## config.mk

```make
export PLATFORM = sky130hd
export DESIGN_NAME = point_store_nearest_search_core_flat
export DESIGN_NICKNAME = d
export VERILOG_FILES = /design/src/sv/pss_pkg.sv /design/src/sv/pss_if.sv /design/src/sv/pss_ram.sv /design/src/sv/pss_dist_unit.sv /design/src/sv/pss_divider.sv /design/src/sv/point_store_nearest_search_core.sv /design/src/flat_wrapper.sv
export SDC_FILE = /design/constraint.sdc
export NUM_CORES = 2
export LEC_CHECK = 0
export BUFFER_PORTS_ARGS = -buffer_cell sky130_fd_sc_hd__buf_2
export CAP_MARGIN = 20
export CORE_MARGIN = 5
export CORE_UTILIZATION = 35
export CTS_CLUSTER_SIZE = 30
export DETAILED_ROUTE_END_ITERATION = 10
export GPL_TIMING_DRIVEN = 0
export PLACE_DENSITY = 0.56
export SYNTH_ARGS = -nofsm -noshare
export SYNTH_HDL_FRONTEND = slang
export SYNTH_SLANG_ARGS = --single-unit
export TNS_END_PERCENT = 100
```

## constraint.sdc

```tcl
create_clock -name clock -period 11.45 [get_ports clock]
set_input_delay 1.145 -clock clock [delete_from_list [all_inputs] [get_ports clock]]
set_output_delay 1.145 -clock clock [all_outputs]
set_load 0.01 [all_outputs]
```

## src/sv/pss_pkg.sv

```systemverilog
// Shared constants, types and codes of the point store nearest search block.
`timescale 1ns / 1ps

package pss_pkg;

   // Table size and derived widths
   localparam int MAX_POINTS = 64;
   localparam int IDX_W      = $clog2(MAX_POINTS);
   localparam int CNT_W      = $clog2(MAX_POINTS + 1);
   localparam int COORD_W    = 16;
   localparam int DX_W       = COORD_W + 1;
   localparam int SQ_W       = 2 * DX_W;
   localparam int DIST_W     = SQ_W + 1;
   localparam int MAG_W      = COORD_W + IDX_W;
   localparam int SUM_W      = MAG_W + 1;
   localparam int DIV_CNT_W  = $clog2(MAG_W + 1);

   // Port field widths
   localparam int CMD_W      = 2;
   localparam int STATUS_W   = 2;
   localparam int OUT_IDX_W  = 6;
   localparam int OUT_CNT_W  = 7;

   // Command codes; the unused code runs as a query
   localparam logic [CMD_W-1:0] CMD_ADD   = 2'd0;
   localparam logic [CMD_W-1:0] CMD_MOVE  = 2'd1;
   localparam logic [CMD_W-1:0] CMD_QUERY = 2'd2;

   // Status codes
   localparam logic [STATUS_W-1:0] STAT_OK    = 2'd0;
   localparam logic [STATUS_W-1:0] STAT_EMPTY = 2'd1;
   localparam logic [STATUS_W-1:0] STAT_FULL  = 2'd2;

   typedef logic signed [COORD_W-1:0] coord_type;
   typedef logic signed [SUM_W-1:0]   sum_type;

   typedef enum logic [2:0] {
      ST_IDLE,
      ST_SCAN,
      ST_DRAIN,
      ST_UPDATE,
      ST_DIVIDE,
      ST_FINISH
   } state_type;

   // Sequencer to distance unit
   typedef struct packed {
      logic             start;
      logic             load;
      logic [IDX_W-1:0] idx;
   } scan_ctrl_type;

   // Distance unit to sequencer
   typedef struct packed {
      logic             busy;
      logic [IDX_W-1:0] idx;
      coord_type        x;
      coord_type        y;
   } best_type;

   // Divider to sequencer
   typedef struct packed {
      logic busy;
      logic done;
   } div_stat_type;

endpackage

```

## src/sv/pss_if.sv

```systemverilog
// Request and response channel interfaces of the point store nearest search block.
`timescale 1ns / 1ps

interface pss_req_if import pss_pkg::*; ();
   logic             valid;
   logic             ready;
   logic [CMD_W-1:0] command;
   coord_type        point_x;
   coord_type        point_y;

   modport source (output valid, command, point_x, point_y, input ready);
   modport sink   (input valid, command, point_x, point_y, output ready);
endinterface

interface pss_rsp_if import pss_pkg::*; ();
   logic                 valid;
   logic                 ready;
   logic [STATUS_W-1:0]  status;
   logic [OUT_IDX_W-1:0] nearest_index;
   coord_type            nearest_x;
   coord_type            nearest_y;
   coord_type            centroid_x_out;
   coord_type            centroid_y_out;
   logic [OUT_CNT_W-1:0] point_count;

   modport source (output valid, status, nearest_index, nearest_x, nearest_y,
                   centroid_x_out, centroid_y_out, point_count, input ready);
   modport sink   (input valid, status, nearest_index, nearest_x, nearest_y,
                   centroid_x_out, centroid_y_out, point_count, output ready);
endinterface

```

## src/sv/pss_ram.sv

```systemverilog
// Generic single-write, single-read RAM with registered read data.
`timescale 1ns / 1ps

module pss_ram #(
   parameter int WIDTH = 32,
   parameter int DEPTH = 64
) (
   input  logic                     clock,
   input  logic                     wr_en,
   input  logic [$clog2(DEPTH)-1:0] wr_addr,
   input  logic [WIDTH-1:0]         wr_data,
   input  logic                     rd_en,
   input  logic [$clog2(DEPTH)-1:0] rd_addr,
   output logic [WIDTH-1:0]         rd_data
);

   logic [WIDTH-1:0] mem_ff [DEPTH];
   logic [WIDTH-1:0] rd_data_ff;

   always_ff @(posedge clock) begin
      if (wr_en) begin
         mem_ff[wr_addr] <= wr_data;
      end
      if (rd_en) begin
         rd_data_ff <= mem_ff[rd_addr];
      end
   end

   assign rd_data = rd_data_ff;

endmodule

```

## src/sv/pss_dist_unit.sv

```systemverilog
// Squared distance unit with running minimum over the scanned entries.
`timescale 1ns / 1ps

module pss_dist_unit import pss_pkg::*; (
   input  logic          clock,
   input  logic          reset,
   input  scan_ctrl_type ctrl,
   input  coord_type     point_x,
   input  coord_type     point_y,
   input  coord_type     rd_x,
   input  coord_type     rd_y,
   output best_type      best
);

   logic signed [DX_W-1:0] dx;
   logic signed [DX_W-1:0] dy;
   logic [DIST_W-1:0]      sq_sum;

   // square stage
   logic             sq_valid_ff, sq_valid_in;
   logic [IDX_W-1:0] sq_idx_ff, sq_idx_in;
   coord_type        sq_x_ff, sq_x_in;
   coord_type        sq_y_ff, sq_y_in;
   logic [SQ_W-1:0]  dxx_ff, dxx_in;
   logic [SQ_W-1:0]  dyy_ff, dyy_in;

   // running best
   logic              have_ff, have_in;
   logic [DIST_W-1:0] best_d_ff, best_d_in;
   logic [IDX_W-1:0]  best_idx_ff, best_idx_in;
   coord_type         best_x_ff, best_x_in;
   coord_type         best_y_ff, best_y_in;

   always_comb begin
      // squares of the coordinate differences, registered before the add
      dx          = DX_W'(rd_x) - DX_W'(point_x);
      dy          = DX_W'(rd_y) - DX_W'(point_y);
      dxx_in      = $unsigned(SQ_W'(dx * dx));
      dyy_in      = $unsigned(SQ_W'(dy * dy));
      sq_valid_in = ctrl.load;
      sq_idx_in   = ctrl.idx;
      sq_x_in     = rd_x;
      sq_y_in     = rd_y;

      // sum and compare; strict less keeps the first of equal distances
      sq_sum      = {1'b0, dxx_ff} + {1'b0, dyy_ff};
      have_in     = have_ff;
      best_d_in   = best_d_ff;
      best_idx_in = best_idx_ff;
      best_x_in   = best_x_ff;
      best_y_in   = best_y_ff;
      if (ctrl.start) begin
         have_in = 1'b0;
      end else if (sq_valid_ff && (!have_ff || sq_sum < best_d_ff)) begin
         have_in     = 1'b1;
         best_d_in   = sq_sum;
         best_idx_in = sq_idx_ff;
         best_x_in   = sq_x_ff;
         best_y_in   = sq_y_ff;
      end
   end

   always_ff @(posedge clock) begin
      if (reset) begin
         sq_valid_ff <= 1'b0;
         have_ff     <= 1'b0;
      end else begin
         sq_valid_ff <= sq_valid_in;
         have_ff     <= have_in;
      end
      sq_idx_ff   <= sq_idx_in;
      sq_x_ff     <= sq_x_in;
      sq_y_ff     <= sq_y_in;
      dxx_ff      <= dxx_in;
      dyy_ff      <= dyy_in;
      best_d_ff   <= best_d_in;
      best_idx_ff <= best_idx_in;
      best_x_ff   <= best_x_in;
      best_y_ff   <= best_y_in;
   end

   assign best.busy = sq_valid_ff;
   assign best.idx  = best_idx_ff;
   assign best.x    = best_x_ff;
   assign best.y    = best_y_ff;

endmodule

```

## src/sv/pss_divider.sv

```systemverilog
// Two-lane restoring divider: signed coordinate sums over the point count.
`timescale 1ns / 1ps

module pss_divider import pss_pkg::*; (
   input  logic             clock,
   input  logic             reset,
   input  logic             start,
   input  sum_type          dividend_x,
   input  sum_type          dividend_y,
   input  logic [CNT_W-1:0] divisor,
   output div_stat_type     stat,
   output coord_type        quot_x,
   output coord_type        quot_y
);

   logic                 busy_ff, busy_in;
   logic                 done_ff, done_in;
   logic [DIV_CNT_W-1:0] iter_ff, iter_in;
   logic [CNT_W-1:0]     div_ff, div_in;
   logic [CNT_W-1:0]     rem_ff [2];
   logic [CNT_W-1:0]     rem_in [2];
   logic [MAG_W-1:0]     q_ff [2];
   logic [MAG_W-1:0]     q_in [2];
   logic                 neg_ff [2];
   logic                 neg_in [2];
   sum_type              dvd [2];
   logic [CNT_W:0]       trial [2];
   logic [MAG_W-1:0]     qs [2];

   assign dvd[0] = dividend_x;
   assign dvd[1] = dividend_y;

   // one quotient bit per lane each cycle, magnitudes first, sign at the end
   always_comb begin
      busy_in = busy_ff;
      done_in = 1'b0;
      iter_in = iter_ff;
      div_in  = div_ff;
      for (int l = 0; l < 2; l++) begin
         rem_in[l] = rem_ff[l];
         q_in[l]   = q_ff[l];
         neg_in[l] = neg_ff[l];
         trial[l]  = {rem_ff[l], q_ff[l][MAG_W-1]};
         qs[l]     = neg_ff[l] ? -q_ff[l] : q_ff[l];
      end
      if (start) begin
         busy_in = 1'b1;
         iter_in = '0;
         div_in  = divisor;
         for (int l = 0; l < 2; l++) begin
            neg_in[l] = dvd[l][SUM_W-1];
            q_in[l]   = MAG_W'(dvd[l][SUM_W-1] ? -dvd[l] : dvd[l]);
            rem_in[l] = '0;
         end
      end else if (busy_ff) begin
         for (int l = 0; l < 2; l++) begin
            if (trial[l] >= {1'b0, div_ff}) begin
               rem_in[l] = CNT_W'(trial[l] - {1'b0, div_ff});
               q_in[l]   = {q_ff[l][MAG_W-2:0], 1'b1};
            end else begin
               rem_in[l] = trial[l][CNT_W-1:0];
               q_in[l]   = {q_ff[l][MAG_W-2:0], 1'b0};
            end
         end
         iter_in = iter_ff + 1'b1;
         if (iter_ff == DIV_CNT_W'(MAG_W - 1)) begin
            busy_in = 1'b0;
            done_in = 1'b1;
         end
      end
   end

   always_ff @(posedge clock) begin
      if (reset) begin
         busy_ff <= 1'b0;
         done_ff <= 1'b0;
         iter_ff <= '0;
      end else begin
         busy_ff <= busy_in;
         done_ff <= done_in;
         iter_ff <= iter_in;
      end
      div_ff <= div_in;
      for (int l = 0; l < 2; l++) begin
         rem_ff[l] <= rem_in[l];
         q_ff[l]   <= q_in[l];
         neg_ff[l] <= neg_in[l];
      end
   end

   assign stat.busy = busy_ff;
   assign stat.done = done_ff;
   assign quot_x    = COORD_W'(qs[0]);
   assign quot_y    = COORD_W'(qs[1]);

endmodule

```

## src/sv/point_store_nearest_search_core.sv

```systemverilog
// Top level: command sequencer, point table, running sums and centroid.
//
// Point store with nearest-point search. One request word carries a command
// (add, move nearest here, query nearest) and a Q12.4 point; every request
// gives exactly one response word with status, the nearest stored point and
// its index as found before the write, the centroid and the point count.
// Both channels use valid/ready; a word moves when both are high.
// The table sits in one RAM, read one entry per cycle by the sequencer and
// fed through the shared squared-distance unit. With stored points the
// response is loaded after the scan and the pipeline drain; an empty table
// skips both. An add that stores a point also runs the two-lane bit-serial
// division of the running sums by the count. An add to a full table is
// rejected. One request is in work at a time.
// The response sits in an output register, so the next request is taken
// while it waits; that request finishes its work and then holds until the
// receiver takes the earlier word. Reset empties the table and zeroes the
// centroid; no clearing pass is needed, as only written entries are read.
`timescale 1ns / 1ps

module point_store_nearest_search_core import pss_pkg::*; (
   input logic clock,
   input logic reset,
   pss_req_if.sink   req_ch,
   pss_rsp_if.source rsp_ch
);

   state_type state_ff, state_in;

   // latched request
   logic [CMD_W-1:0] cmd_ff, cmd_in;
   coord_type        px_ff, px_in;
   coord_type        py_ff, py_in;

   // scan control
   logic [CNT_W-1:0] scan_cnt_ff, scan_cnt_in;
   logic             rd_valid_ff, rd_valid_in;
   logic [IDX_W-1:0] rd_idx_ff, rd_idx_in;

   // block state
   logic [CNT_W-1:0] count_ff, count_in;
   sum_type          sum_x_ff, sum_x_in;
   sum_type          sum_y_ff, sum_y_in;
   coord_type        cent_x_ff, cent_x_in;
   coord_type        cent_y_ff, cent_y_in;

   // result of the current request
   logic [STATUS_W-1:0] stat_ff, stat_in;
   logic [IDX_W-1:0]    near_idx_ff, near_idx_in;
   coord_type           near_x_ff, near_x_in;
   coord_type           near_y_ff, near_y_in;

   // response register
   logic                 rsp_valid_ff, rsp_valid_in;
   logic [STATUS_W-1:0]  rsp_stat_ff, rsp_stat_in;
   logic [OUT_IDX_W-1:0] rsp_idx_ff, rsp_idx_in;
   coord_type            rsp_nx_ff, rsp_nx_in;
   coord_type            rsp_ny_ff, rsp_ny_in;
   coord_type            rsp_cx_ff, rsp_cx_in;
   coord_type            rsp_cy_ff, rsp_cy_in;
   logic [OUT_CNT_W-1:0] rsp_cnt_ff, rsp_cnt_in;

   // RAM ports
   logic                   ram_wr_en;
   logic [IDX_W-1:0]       ram_wr_addr;
   logic [2*COORD_W-1:0]   ram_wr_data;
   logic                   ram_rd_en;
   logic [IDX_W-1:0]       ram_rd_addr;
   logic [2*COORD_W-1:0]   ram_rd_data;

   scan_ctrl_type scan_ctrl;
   best_type      best;
   logic          div_start;
   div_stat_type  div_stat;
   coord_type     quot_x;
   coord_type     quot_y;
   logic          accept;
   logic          have;

   pss_ram #(
      .WIDTH (2 * COORD_W),
      .DEPTH (MAX_POINTS)
   ) u_ram (
      .clock   (clock),
      .wr_en   (ram_wr_en),
      .wr_addr (ram_wr_addr),
      .wr_data (ram_wr_data),
      .rd_en   (ram_rd_en),
      .rd_addr (ram_rd_addr),
      .rd_data (ram_rd_data)
   );

   pss_dist_unit u_dist (
      .clock   (clock),
      .reset   (reset),
      .ctrl    (scan_ctrl),
      .point_x (px_ff),
      .point_y (py_ff),
      .rd_x    (ram_rd_data[2*COORD_W-1:COORD_W]),
      .rd_y    (ram_rd_data[COORD_W-1:0]),
      .best    (best)
   );

   pss_divider u_div (
      .clock      (clock),
      .reset      (reset),
      .start      (div_start),
      .dividend_x (sum_x_in),
      .dividend_y (sum_y_in),
      .divisor    (count_in),
      .stat       (div_stat),
      .quot_x     (quot_x),
      .quot_y     (quot_y)
   );

   assign accept = req_ch.valid && req_ch.ready;
   assign have   = (count_ff != '0);

   // sequencer: next state, RAM and unit controls, register next values
   always_comb begin
      state_in     = state_ff;
      cmd_in       = cmd_ff;
      px_in        = px_ff;
      py_in        = py_ff;
      scan_cnt_in  = scan_cnt_ff;
      count_in     = count_ff;
      sum_x_in     = sum_x_ff;
      sum_y_in     = sum_y_ff;
      cent_x_in    = cent_x_ff;
      cent_y_in    = cent_y_ff;
      stat_in      = stat_ff;
      near_idx_in  = near_idx_ff;
      near_x_in    = near_x_ff;
      near_y_in    = near_y_ff;
      rsp_valid_in = rsp_valid_ff && !rsp_ch.ready;
      rsp_stat_in  = rsp_stat_ff;
      rsp_idx_in   = rsp_idx_ff;
      rsp_nx_in    = rsp_nx_ff;
      rsp_ny_in    = rsp_ny_ff;
      rsp_cx_in    = rsp_cx_ff;
      rsp_cy_in    = rsp_cy_ff;
      rsp_cnt_in   = rsp_cnt_ff;

      req_ch.ready    = (state_ff == ST_IDLE);
      scan_ctrl.start = 1'b0;
      scan_ctrl.load  = rd_valid_ff;
      scan_ctrl.idx   = rd_idx_ff;
      ram_rd_en       = 1'b0;
      ram_rd_addr     = scan_cnt_ff[IDX_W-1:0];
      ram_wr_en       = 1'b0;
      ram_wr_addr     = count_ff[IDX_W-1:0];
      ram_wr_data     = {px_ff, py_ff};
      div_start       = 1'b0;

      case (state_ff)
         ST_IDLE: begin
            if (accept) begin
               cmd_in      = req_ch.command;
               px_in       = req_ch.point_x;
               py_in       = req_ch.point_y;
               scan_cnt_in = '0;
               if (have) begin
                  scan_ctrl.start = 1'b1;
                  state_in        = ST_SCAN;
               end else begin
                  state_in = ST_UPDATE;
               end
            end
         end
         ST_SCAN: begin
            // one table read per cycle
            if (scan_cnt_ff < count_ff) begin
               ram_rd_en   = 1'b1;
               scan_cnt_in = scan_cnt_ff + 1'b1;
            end else begin
               state_in = ST_DRAIN;
            end
         end
         ST_DRAIN: begin
            if (!rd_valid_ff && !best.busy) begin
               state_in = ST_UPDATE;
            end
         end
         ST_UPDATE: begin
            stat_in     = STAT_OK;
            near_idx_in = have ? best.idx : '0;
            near_x_in   = have ? best.x : '0;
            near_y_in   = have ? best.y : '0;
            state_in    = ST_FINISH;
            case (cmd_ff)
               CMD_ADD: begin
                  if (count_ff >= CNT_W'(MAX_POINTS)) begin
                     stat_in = STAT_FULL;
                  end else begin
                     ram_wr_en = 1'b1;
                     count_in  = count_ff + 1'b1;
                     sum_x_in  = sum_x_ff + SUM_W'(px_ff);
                     sum_y_in  = sum_y_ff + SUM_W'(py_ff);
                     div_start = 1'b1;
                     state_in  = ST_DIVIDE;
                  end
               end
               CMD_MOVE: begin
                  if (!have) begin
                     stat_in = STAT_EMPTY;
                  end else begin
                     ram_wr_en   = 1'b1;
                     ram_wr_addr = best.idx;
                     sum_x_in    = sum_x_ff + SUM_W'(px_ff) - SUM_W'(best.x);
                     sum_y_in    = sum_y_ff + SUM_W'(py_ff) - SUM_W'(best.y);
                  end
               end
               default: begin
                  // query, and the unused code likewise
                  if (!have) begin
                     stat_in = STAT_EMPTY;
                  end
               end
            endcase
         end
         ST_DIVIDE: begin
            if (div_stat.done) begin
               cent_x_in = quot_x;
               cent_y_in = quot_y;
               state_in  = ST_FINISH;
            end
         end
         ST_FINISH: begin
            // load the response register once the previous word is gone
            if (!rsp_valid_ff || rsp_ch.ready) begin
               rsp_valid_in = 1'b1;
               rsp_stat_in  = stat_ff;
               rsp_idx_in   = OUT_IDX_W'(near_idx_ff);
               rsp_nx_in    = near_x_ff;
               rsp_ny_in    = near_y_ff;
               rsp_cx_in    = cent_x_ff;
               rsp_cy_in    = cent_y_ff;
               rsp_cnt_in   = OUT_CNT_W'(count_ff);
               state_in     = ST_IDLE;
            end
         end
         default: begin
            state_in = ST_IDLE;
         end
      endcase

      rd_valid_in = ram_rd_en;
      rd_idx_in   = ram_rd_addr;
   end

   always_ff @(posedge clock) begin
      if (reset) begin
         state_ff     <= ST_IDLE;
         rd_valid_ff  <= 1'b0;
         count_ff     <= '0;
         sum_x_ff     <= '0;
         sum_y_ff     <= '0;
         cent_x_ff    <= '0;
         cent_y_ff    <= '0;
         rsp_valid_ff <= 1'b0;
      end else begin
         state_ff     <= state_in;
         rd_valid_ff  <= rd_valid_in;
         count_ff     <= count_in;
         sum_x_ff     <= sum_x_in;
         sum_y_ff     <= sum_y_in;
         cent_x_ff    <= cent_x_in;
         cent_y_ff    <= cent_y_in;
         rsp_valid_ff <= rsp_valid_in;
      end
      cmd_ff      <= cmd_in;
      px_ff       <= px_in;
      py_ff       <= py_in;
      scan_cnt_ff <= scan_cnt_in;
      rd_idx_ff   <= rd_idx_in;
      stat_ff     <= stat_in;
      near_idx_ff <= near_idx_in;
      near_x_ff   <= near_x_in;
      near_y_ff   <= near_y_in;
      rsp_stat_ff <= rsp_stat_in;
      rsp_idx_ff  <= rsp_idx_in;
      rsp_nx_ff   <= rsp_nx_in;
      rsp_ny_ff   <= rsp_ny_in;
      rsp_cx_ff   <= rsp_cx_in;
      rsp_cy_ff   <= rsp_cy_in;
      rsp_cnt_ff  <= rsp_cnt_in;
   end

   // response channel
   assign rsp_ch.valid          = rsp_valid_ff;
   assign rsp_ch.status         = rsp_stat_ff;
   assign rsp_ch.nearest_index  = rsp_idx_ff;
   assign rsp_ch.nearest_x      = rsp_nx_ff;
   assign rsp_ch.nearest_y      = rsp_ny_ff;
   assign rsp_ch.centroid_x_out = rsp_cx_ff;
   assign rsp_ch.centroid_y_out = rsp_cy_ff;
   assign rsp_ch.point_count    = rsp_cnt_ff;

   // table never holds more than its size
   a_count_bound: assert property (@(posedge clock) disable iff (reset)
      count_ff <= CNT_W'(MAX_POINTS))
      else $error("point count above table size");

   // count moves only by one, out of the update step
   a_count_step: assert property (@(posedge clock) disable iff (reset)
      (!$past(reset) && count_ff != $past(count_ff)) |->
         ($past(state_ff) == ST_UPDATE && count_ff == CNT_W'($past(count_ff) + 1'b1)))
      else $error("point count changed outside an add");

   // divider runs only while the sequencer waits on it
   a_div_owner: assert property (@(posedge clock) disable iff (reset)
      div_stat.busy |-> state_ff == ST_DIVIDE)
      else $error("divider busy outside the divide step");

   // an accepted request closes the input until its work is done
   a_one_in_flight: assert property (@(posedge clock) disable iff (reset)
      accept |=> !req_ch.ready)
      else $error("request taken while another is in work");

endmodule
```

## src/flat_wrapper.sv

```systemverilog
// flat-port wrapper written by rule: the top's interface ports become plain ports
module point_store_nearest_search_core_flat import pss_pkg::*;
  (clock, reset, req_ch_valid, req_ch_command, req_ch_point_x, req_ch_point_y, req_ch_ready, rsp_ch_valid, rsp_ch_status, rsp_ch_nearest_index, rsp_ch_nearest_x, rsp_ch_nearest_y, rsp_ch_centroid_x_out, rsp_ch_centroid_y_out, rsp_ch_point_count, rsp_ch_ready);
  pss_req_if req_ch_i ();
  pss_rsp_if rsp_ch_i ();
  input logic clock;
  input logic reset;
  input wire logic [$bits(req_ch_i.valid)-1:0] req_ch_valid;
  input wire logic [$bits(req_ch_i.command)-1:0] req_ch_command;
  input wire logic [$bits(req_ch_i.point_x)-1:0] req_ch_point_x;
  input wire logic [$bits(req_ch_i.point_y)-1:0] req_ch_point_y;
  output wire logic [$bits(req_ch_i.ready)-1:0] req_ch_ready;
  output wire logic [$bits(rsp_ch_i.valid)-1:0] rsp_ch_valid;
  output wire logic [$bits(rsp_ch_i.status)-1:0] rsp_ch_status;
  output wire logic [$bits(rsp_ch_i.nearest_index)-1:0] rsp_ch_nearest_index;
  output wire logic [$bits(rsp_ch_i.nearest_x)-1:0] rsp_ch_nearest_x;
  output wire logic [$bits(rsp_ch_i.nearest_y)-1:0] rsp_ch_nearest_y;
  output wire logic [$bits(rsp_ch_i.centroid_x_out)-1:0] rsp_ch_centroid_x_out;
  output wire logic [$bits(rsp_ch_i.centroid_y_out)-1:0] rsp_ch_centroid_y_out;
  output wire logic [$bits(rsp_ch_i.point_count)-1:0] rsp_ch_point_count;
  input wire logic [$bits(rsp_ch_i.ready)-1:0] rsp_ch_ready;
  assign req_ch_i.valid = req_ch_valid;
  assign req_ch_i.command = req_ch_command;
  assign req_ch_i.point_x = req_ch_point_x;
  assign req_ch_i.point_y = req_ch_point_y;
  assign req_ch_ready = req_ch_i.ready;
  assign rsp_ch_valid = rsp_ch_i.valid;
  assign rsp_ch_status = rsp_ch_i.status;
  assign rsp_ch_nearest_index = rsp_ch_i.nearest_index;
  assign rsp_ch_nearest_x = rsp_ch_i.nearest_x;
  assign rsp_ch_nearest_y = rsp_ch_i.nearest_y;
  assign rsp_ch_centroid_x_out = rsp_ch_i.centroid_x_out;
  assign rsp_ch_centroid_y_out = rsp_ch_i.centroid_y_out;
  assign rsp_ch_point_count = rsp_ch_i.point_count;
  assign rsp_ch_i.ready = rsp_ch_ready;
  point_store_nearest_search_core u_core (.clock(clock), .reset(reset), .req_ch(req_ch_i), .rsp_ch(rsp_ch_i));
endmodule
```

# Word level (Yosys, flattened, before mapping)
# Memory sizes are Yosys's and may differ from the RTL's. A register that Yosys moved wholly into a read port is not among the register bits.
# Cells that the tools add are included.
[totals] reg_bits=451 ram_bits=2108 memories=4 inputBits=38 word_cells=165 out_inout_bits=81
[mem_list] memory="u_core.u_ram.mem_ff" words=64 word_bits=32 rd=1 rd_clocked_by_memory_dff=1 write_ports=1 line_no="pss_ram.sv:17" rtl="logic [WIDTH-1:0] mem_ff [DEPTH];"
[mem_list] memory="u_core.u_div.q_ff" words=2 word_bits=22 rd=2 rd_clocked_by_memory_dff=0 write_ports=2 line_no="pss_divider.sv:22" rtl="logic [MAG_W-1:0] q_ff [2];"
[mem_list] memory="u_core.u_div.rem_ff" words=2 word_bits=7 rd=2 rd_clocked_by_memory_dff=0 write_ports=2 line_no="pss_divider.sv:20" rtl="logic [CNT_W-1:0] rem_ff [2];"
[mem_list] memory="u_core.u_div.neg_ff" words=2 word_bits=1 rd=2 rd_clocked_by_memory_dff=0 write_ports=2 line_no="pss_divider.sv:24" rtl="logic neg_ff [2];"
[op_classes] mux=60 n_lt_le_gt_ge=5 bitwise=2 eq_ne=13 mul=2 n_addsub=16 reduce_logical=24
[op_table] op="two-way mux 23 bit" count=6
[op_table] op="case mux 23 bit (2 select lines)" count=2
[op_table] op="two-way mux 44 bit" count=2
[op_table] op="multiplier 17 x 17 -> 34 bit" count=2
[op_table] op="two-way mux 7 bit" count=7
[op_table] op="adder 23 x 16 -> 23 bit" count=2
[op_table] op="subtractor 23 x 16 -> 23 bit" count=2
[op_table] op="two-way mux 22 bit" count=2
[op_table] op="negation 22 bit" count=2
[op_table] op="adder 34 x 34 -> 35 bit" count=1
[op_table] op="< comparator 35 bit" count=1
[op_table] op="subtractor 16 x 16 -> 17 bit" count=2
[op_table] op="two-way mux 16 bit" count=2
[op_table] op="negation 16 bit" count=2
[op_table] op="two-way mux 14 bit" count=2
[op_table] op="two-way mux 1 bit" count=21
[op_table] op="two-way mux 3 bit" count=6
[op_table] op="two-way mux 6 bit" count=3
[op_table] op="case mux 3 bit (6 select lines)" count=1
[op_table] op="greater-or-equal comparator 8 x 7 -> 1 bit" count=2
[op_table] op="adder 7 x 1 -> 7 bit, second input constant" count=2
[op_table] op="case mux 7 bit (2 select lines)" count=1
[op_table] op="subtractor 7 bit" count=2
[op_table] op="two-way mux 2 bit" count=4
[op_table] op="other kinds (24)" count=43

# Depth between registers and ports, before layout
[depth] ltp_word=8 ltp_mapped=39 depth_no_buf=38

# Cells and area by module
# Synthesis repeated with hierarchy kept, for this count alone.
[hier_totals] hier_cells=8517 hier_area_um2=126463.8
[by_module_without_submodules] module="pss_ram" seq_area_each_um2=62459.9 instances=1 cells_per_inst=3572 area_per_inst_um2=79207.2
[by_module_without_submodules] module="pss_dist_unit" seq_area_each_um2=4314.1 instances=1 cells_per_inst=2867 area_per_inst_um2=27381.3
[by_module_without_submodules] module="point_store_nearest_search_core" seq_area_each_um2=6726.5 instances=1 cells_per_inst=1438 area_per_inst_um2=14158.6
[by_module_without_submodules] module="pss_divider" seq_area_each_um2=2011.9 instances=1 cells_per_inst=640 area_per_inst_um2=5716.7

# Least setup slack after synthesis
# OpenSTA, ideal clock, no wires.
[synth_timing] kind="reg2reg" start="register u_core.py_ff[1]" end="register u_core.u_dist.dyy_ff[30]" required_ps=11378 synth_period_minus_slack_ps=9236 path_slack_ps=2214 path_buffers=1 arrival_time_ps=9164 setup_time_ps=72 path_stages_with_launch=33 path_cell_list="edfxtp_1 inv_1 ha_1 nor2b_1 o21ai_0 nand2b_1 a21o_1 a21o_1 a21oi_1 o2111ai_1 a41o_1 and3_1 or3_1 inv_1 clkbuf_1 nor2_1 fa_1 fa_1 fa_1 fa_1 fa_1 inv_1 fa_1 inv_1 ha_1 a2111oi_0 or3b_2 o21ai_0 o21ai_0 o41a_1 a41oi_1 nor2b_1 xnor2_1"
[synth_via] elab_chain_cells=2
[synth_rtl] item="start, declared" line_no="point_store_nearest_search_core.sv:32" rtl="coord_type py_ff, py_in;"
[synth_rtl] item="start signal, assigned" line_no="point_store_nearest_search_core.sv:272" rtl="py_ff <= py_in;"
[synth_rtl] item="subtractor 16 x 16 -> 17 bit" line_no="pss_dist_unit.sv:37" rtl="dy = DX_W'(rd_y) - DX_W'(point_y);"
[synth_rtl] item="multiplier 17 x 17 -> 34 bit" line_no="pss_dist_unit.sv:39" rtl="dyy_in = $unsigned(SQ_W'(dy * dy));"
[synth_rtl] item="via u_core.u_dist.dyy_in[30]" line_no="pss_dist_unit.sv:25" rtl="logic [SQ_W-1:0] dyy_ff, dyy_in;"
[synth_rtl] item="end signal, assigned" line_no="pss_dist_unit.sv:75" rtl="dyy_ff <= dyy_in;"
[synth_rtl] item="end, declared" line_no="pss_dist_unit.sv:25"
# The timed path passes the listed nets, and every way through them passes these cells.
# A chain may end at the register's enable or synchronous reset.

# Worst setup path in the final report
[layout_timing] start="register u_core.px_ff[0]" end="register u_core.u_dist.dxx_ff[31]"
[layout_via] elab_chain_cells=2
[layout_rtl] item="start, declared" line_no="point_store_nearest_search_core.sv:31" rtl="coord_type px_ff, px_in;"
[layout_rtl] item="start signal, assigned" line_no="point_store_nearest_search_core.sv:271" rtl="px_ff <= px_in;"
[layout_rtl] item="subtractor 16 x 16 -> 17 bit" line_no="pss_dist_unit.sv:36" rtl="dx = DX_W'(rd_x) - DX_W'(point_x);"
[layout_rtl] item="multiplier 17 x 17 -> 34 bit" line_no="pss_dist_unit.sv:38" rtl="dxx_in = $unsigned(SQ_W'(dx * dx));"
[layout_rtl] item="via u_core.u_dist.dxx_in[31]" line_no="pss_dist_unit.sv:24" rtl="logic [SQ_W-1:0] dxx_ff, dxx_in;"
[layout_rtl] item="end signal, assigned" line_no="pss_dist_unit.sv:74" rtl="dxx_ff <= dxx_in;"
[layout_rtl] item="end, declared" line_no="pss_dist_unit.sv:24"
# The timed path passes the listed nets, and every way through them passes these cells.

==> flow_summary_export.csv <==
group,metric,value,unit
status,status,"finished clean",
cts,numCtsBuffers,278,
worst_setup_path,crit_arrival,11.59,ns
synthesis,ys_types,100,
synthesis,synth_ff_type,"edfxtp_1",
synthesis,synth_edf_count,2366,
synthesis,syn_nets,8744,
synthesis,synth-async-reset-ratio,0,%
place,routabilityCongestion,0.9002,
sta,hold_viol_final,0,
place,dpl.hpwl,266400,um
drt,firstDrtPassIters,8,
sta,fmax,0.09228,GHz
sta,worstMarginPinSlew,1.196,ns
worst_setup_path,cp_max_fo,18,
synthesis,yosysWarningCount,0,
worst_setup_path,critPathLaunch,"u_core.px_ff[0]",
die,core_area,355700,um2
synthesis,syn_area,124900,um2
synthesis,syn_avg_cell_area,16.07,um2
cts,insertion_delay,0.90,ns
layout,area_growth,16.41,%
drt,ant_nets,0,
cts,clkSinkCount,2589,
drt,vias,70960,
die,dieHeight,607.4,um
die,die_area,369000,um2
place,place_area,136100,um2
die,ios,119,
layout,finalInstanceArea,145400,um2
sta,setup_violations,0,
cts,cts_buffer_depth,4,
drt,drc,0,
global_route,overflow,0,
die,die_width,607.4,um
sta,min_period,10.84,ns
worst_hold_path,min_path_type,"reg -> reg",
sta,relSlewSlack,20.29,%
global_route,use_met2,30.52,%
worst_hold_path,min_from,"u_core.rd_idx_ff[5]",
drt,viasPerCell,5.303,
worst_setup_path,reg2reg_from,"u_core.px_ff[0]",
worst_setup_path,crit_path_end_kind,"flip-flop",
cts,cts.clk_slew.worst_paths,0.06,ns
layout,n_fill_cell,32150,
worst_setup_path,cp_data_required_time,12.20,ns
worst_setup_path,crit_type,"reg -> reg",
drt,dr.first_iter.drc_count,7082,
cts,postCtsHoldBufs,0,
global_route,use_met3,3.286,%
synthesis,ys_ff_latch,2589,
die,rows,219,
worst_setup_path,cp_slowest_cell,"fa_1",
synthesis,ys_seq_area_share,60.45,%
die,start_util,35.12,%
global_route,grt_max_degree,55,
sta,drv_slew,0,
worst_setup_path,cp_slowest_stage_delay,0.73,ns
global_route,met1_usage,26.41,%
layout,drive_above_1_share,18.04,%
synthesis,synth_cells,7774,
cts,cts_tree,"done",
global_route,grt_pass1_vias,73040,
cts,clockRootBuffer,"clkbuf_16",
worst_setup_path,crit_path_start_kind,"flip-flop",
flow_run,cap_violations,0,
sta,rsz0062_at_grt,"false",
cts,ctsHtreeMaxLevel,5,
sta,post-route-period-util,94.64,%
drt,routedWlPerCell,26.61,um
global_route,antenna_found_initial,22,
global_route,grt_pass1_wl,514600,um
global_route,grt_use_total,19.02,%
worst_setup_path,crit_path_frequent_cell,"fa_1",
sta,skew,0.08451,ns
layout,fin_nets,9369,
drt,wirelength,356000,um
place,port_buffers,117,
global_route,busiest_layer,"met2",
## worst paths after layout
path | endpoint | cells after the start | slack, ns
max | u_core.u_dist.dxx_ff[31] | 38 | 0.61
min | u_core.u_dist.sq_idx_ff[5] | 0 | 0.29
max reg2reg | u_core.u_dist.dxx_ff[31] | 38 | 0.61
min reg2reg | u_core.u_dist.sq_idx_ff[5] | 0 | 0.29
## cells in the final DEF (no fill, tap or decap), drive strengths merged, types with 28 or more instances in the layout
cell | synthesis | routed
a21oi | 179 | 179
or3 | 29 | 29
a31oi | 38 | 38
o21a | 43 | 43
a211oi | 55 | 55
nand2 | 365 | 365
mux4 | 672 | 672
clkbuf | 226 | 589
edfxtp | 2366 | 2366
xor2 | 93 | 93
nand2b | 38 | 38
nand3 | 69 | 69
nor2b | 63 | 63
ha | 383 | 383
o211ai | 28 | 28
nor2 | 535 | 535
o21ai | 152 | 152
o31ai | 41 | 41
mux2i | 32 | 32
nor3 | 73 | 73
xnor2 | 150 | 150
clkinv | 9 | 107
inv | 842 | 851
and2 | 33 | 33
buf | 69 | 414
fa | 549 | 549
nand4 | 31 | 31
dfxtp | 223 | 223
and3 | 30 | 30
a21o | 86 | 86
## worst max-delay path: cells and delay by family, from the launching register on
kind                     cells  cell delay (ns)
adder cells (fa/ha/maj)      9             4.19
AND/OR/NAND/NOR              6             1.08
flip-flops                   1             0.67
AO/OA/AOI/OAI               14             3.06
XOR/XNOR                     1             0.25
buffers and inverters        8             1.37
## stage by stage
step,utilization [%],instances,setup slack (ns),setup TNS (ns),hold WS (ns)
finish,40.89,13380,0.6135,0,0.2943
global placement,36.96,12640,-1.406,-19.55,0.3104
CTS,40.72,13330,0.06198,0,0.2955
global route,40.88,13370,0.03267,0,0.3107
detailed placement,38.26,12830,-0.2718,-0.4300,0.3136
floorplan,-,7774,2.214,0,0.3096
## cell type report
class	instances	area [um2]	area share (%)
diodes	16	40.04	0.02753
plain buffers	293	1132	0.7786
clock buffers	363	7526	5.175
clock inverters	131	1187	0.8165
inverters	851	3199	2.200
multi-input cells	4039	45650	31.39
flip-flops and latches	2589	75510	51.92
well taps	4751	5944	4.088
repair buffers	347	5233	3.598
## per-layer routing
metal,vias to the layer above,part of all wire (%)
met1,37560,42
met2,2552,47
li1,30350,-
met5,-,0
met3,494,7.3
met4,0,3.6
## flip-flops by register name (all words and copies together), names as in the netlist, 14 cells and up
register / count
u_core.sum_x_ff: 23
u_core.u_div.q_ff: 44
u_core.u_div.rem_ff: 14
u_core.near_x_ff: 16
u_core.u_dist.best_y_ff: 16
u_core.rsp_ch.centroid_x_out: 16
u_core.cent_y_ff: 16
u_core.u_dist.sq_y_ff: 16
u_core.u_ram.rd_data: 32
u_core.u_dist.dyy_ff: 33
u_core.u_dist.best_d_ff: 35
u_core.near_y_ff: 16
u_core.u_dist.sq_x_ff: 16
u_core.cent_x_ff: 16
u_core.u_ram.mem_ff: 2048
u_core.rsp_ch.nearest_y: 16
u_core.px_ff: 16
u_core.u_dist.dxx_ff: 33
u_core.rsp_ch.centroid_y_out: 16
u_core.rsp_ch.nearest_x: 16
u_core.py_ff: 16
u_core.u_dist.best_x_ff: 16
u_core.sum_y_ff: 23
## cells by family after synthesis
kind of cell	share of synthesized area, %
compound gates	4.355
xor+xnor	1.722
fa+ha+maj	12.63
buf+inv	3.460
flops	60.45
mux	12.41
simple gates	4.975
## cells in the mapped netlist, types with 15 or more instances
cell,n,area (um2)
edfxtp_1,2366,71050
inv_1,839,3149
mux4_2,672,15130
fa_1,549,10990
nor2_1,534,2004
ha_1,383,4792
nand2_1,365,1370
clkbuf_1,226,848.3
dfxtp_1,223,4464
a21oi_1,179,895.9
xnor2_1,150,1314
o21ai_0,146,730.7
xor2_1,93,814.5
a21o_1,86,645.6
nor3_1,72,360.4
nand3_1,69,345.3
nor2b_1,63,394.1
buf_1,58,217.7
a211oi_1,52,390.4
o21a_1,43,322.8
o31ai_1,41,307.8
a31oi_1,38,237.7
nand2b_1,38,237.7
mux2i_1,32,320.3
and2_1,31,193.9
nand4_1,31,193.9
and3_1,30,187.7
or3_1,29,181.4
o211ai_1,27,202.7
or2_2,20,125.1
a221oi_1,16,140.1
o21bai_1,15,112.6
## what timing repair did
item / CTS / global route
setup buffers: 1 / 6
resized for setup: 2 / 16
cloned: 0 / 0
setup endpoints to repair: 5 / 7
Power is left out: the tool's default activity adds up to more than one toggle a clock period on the data nets, which glitch-free logic cannot reach.
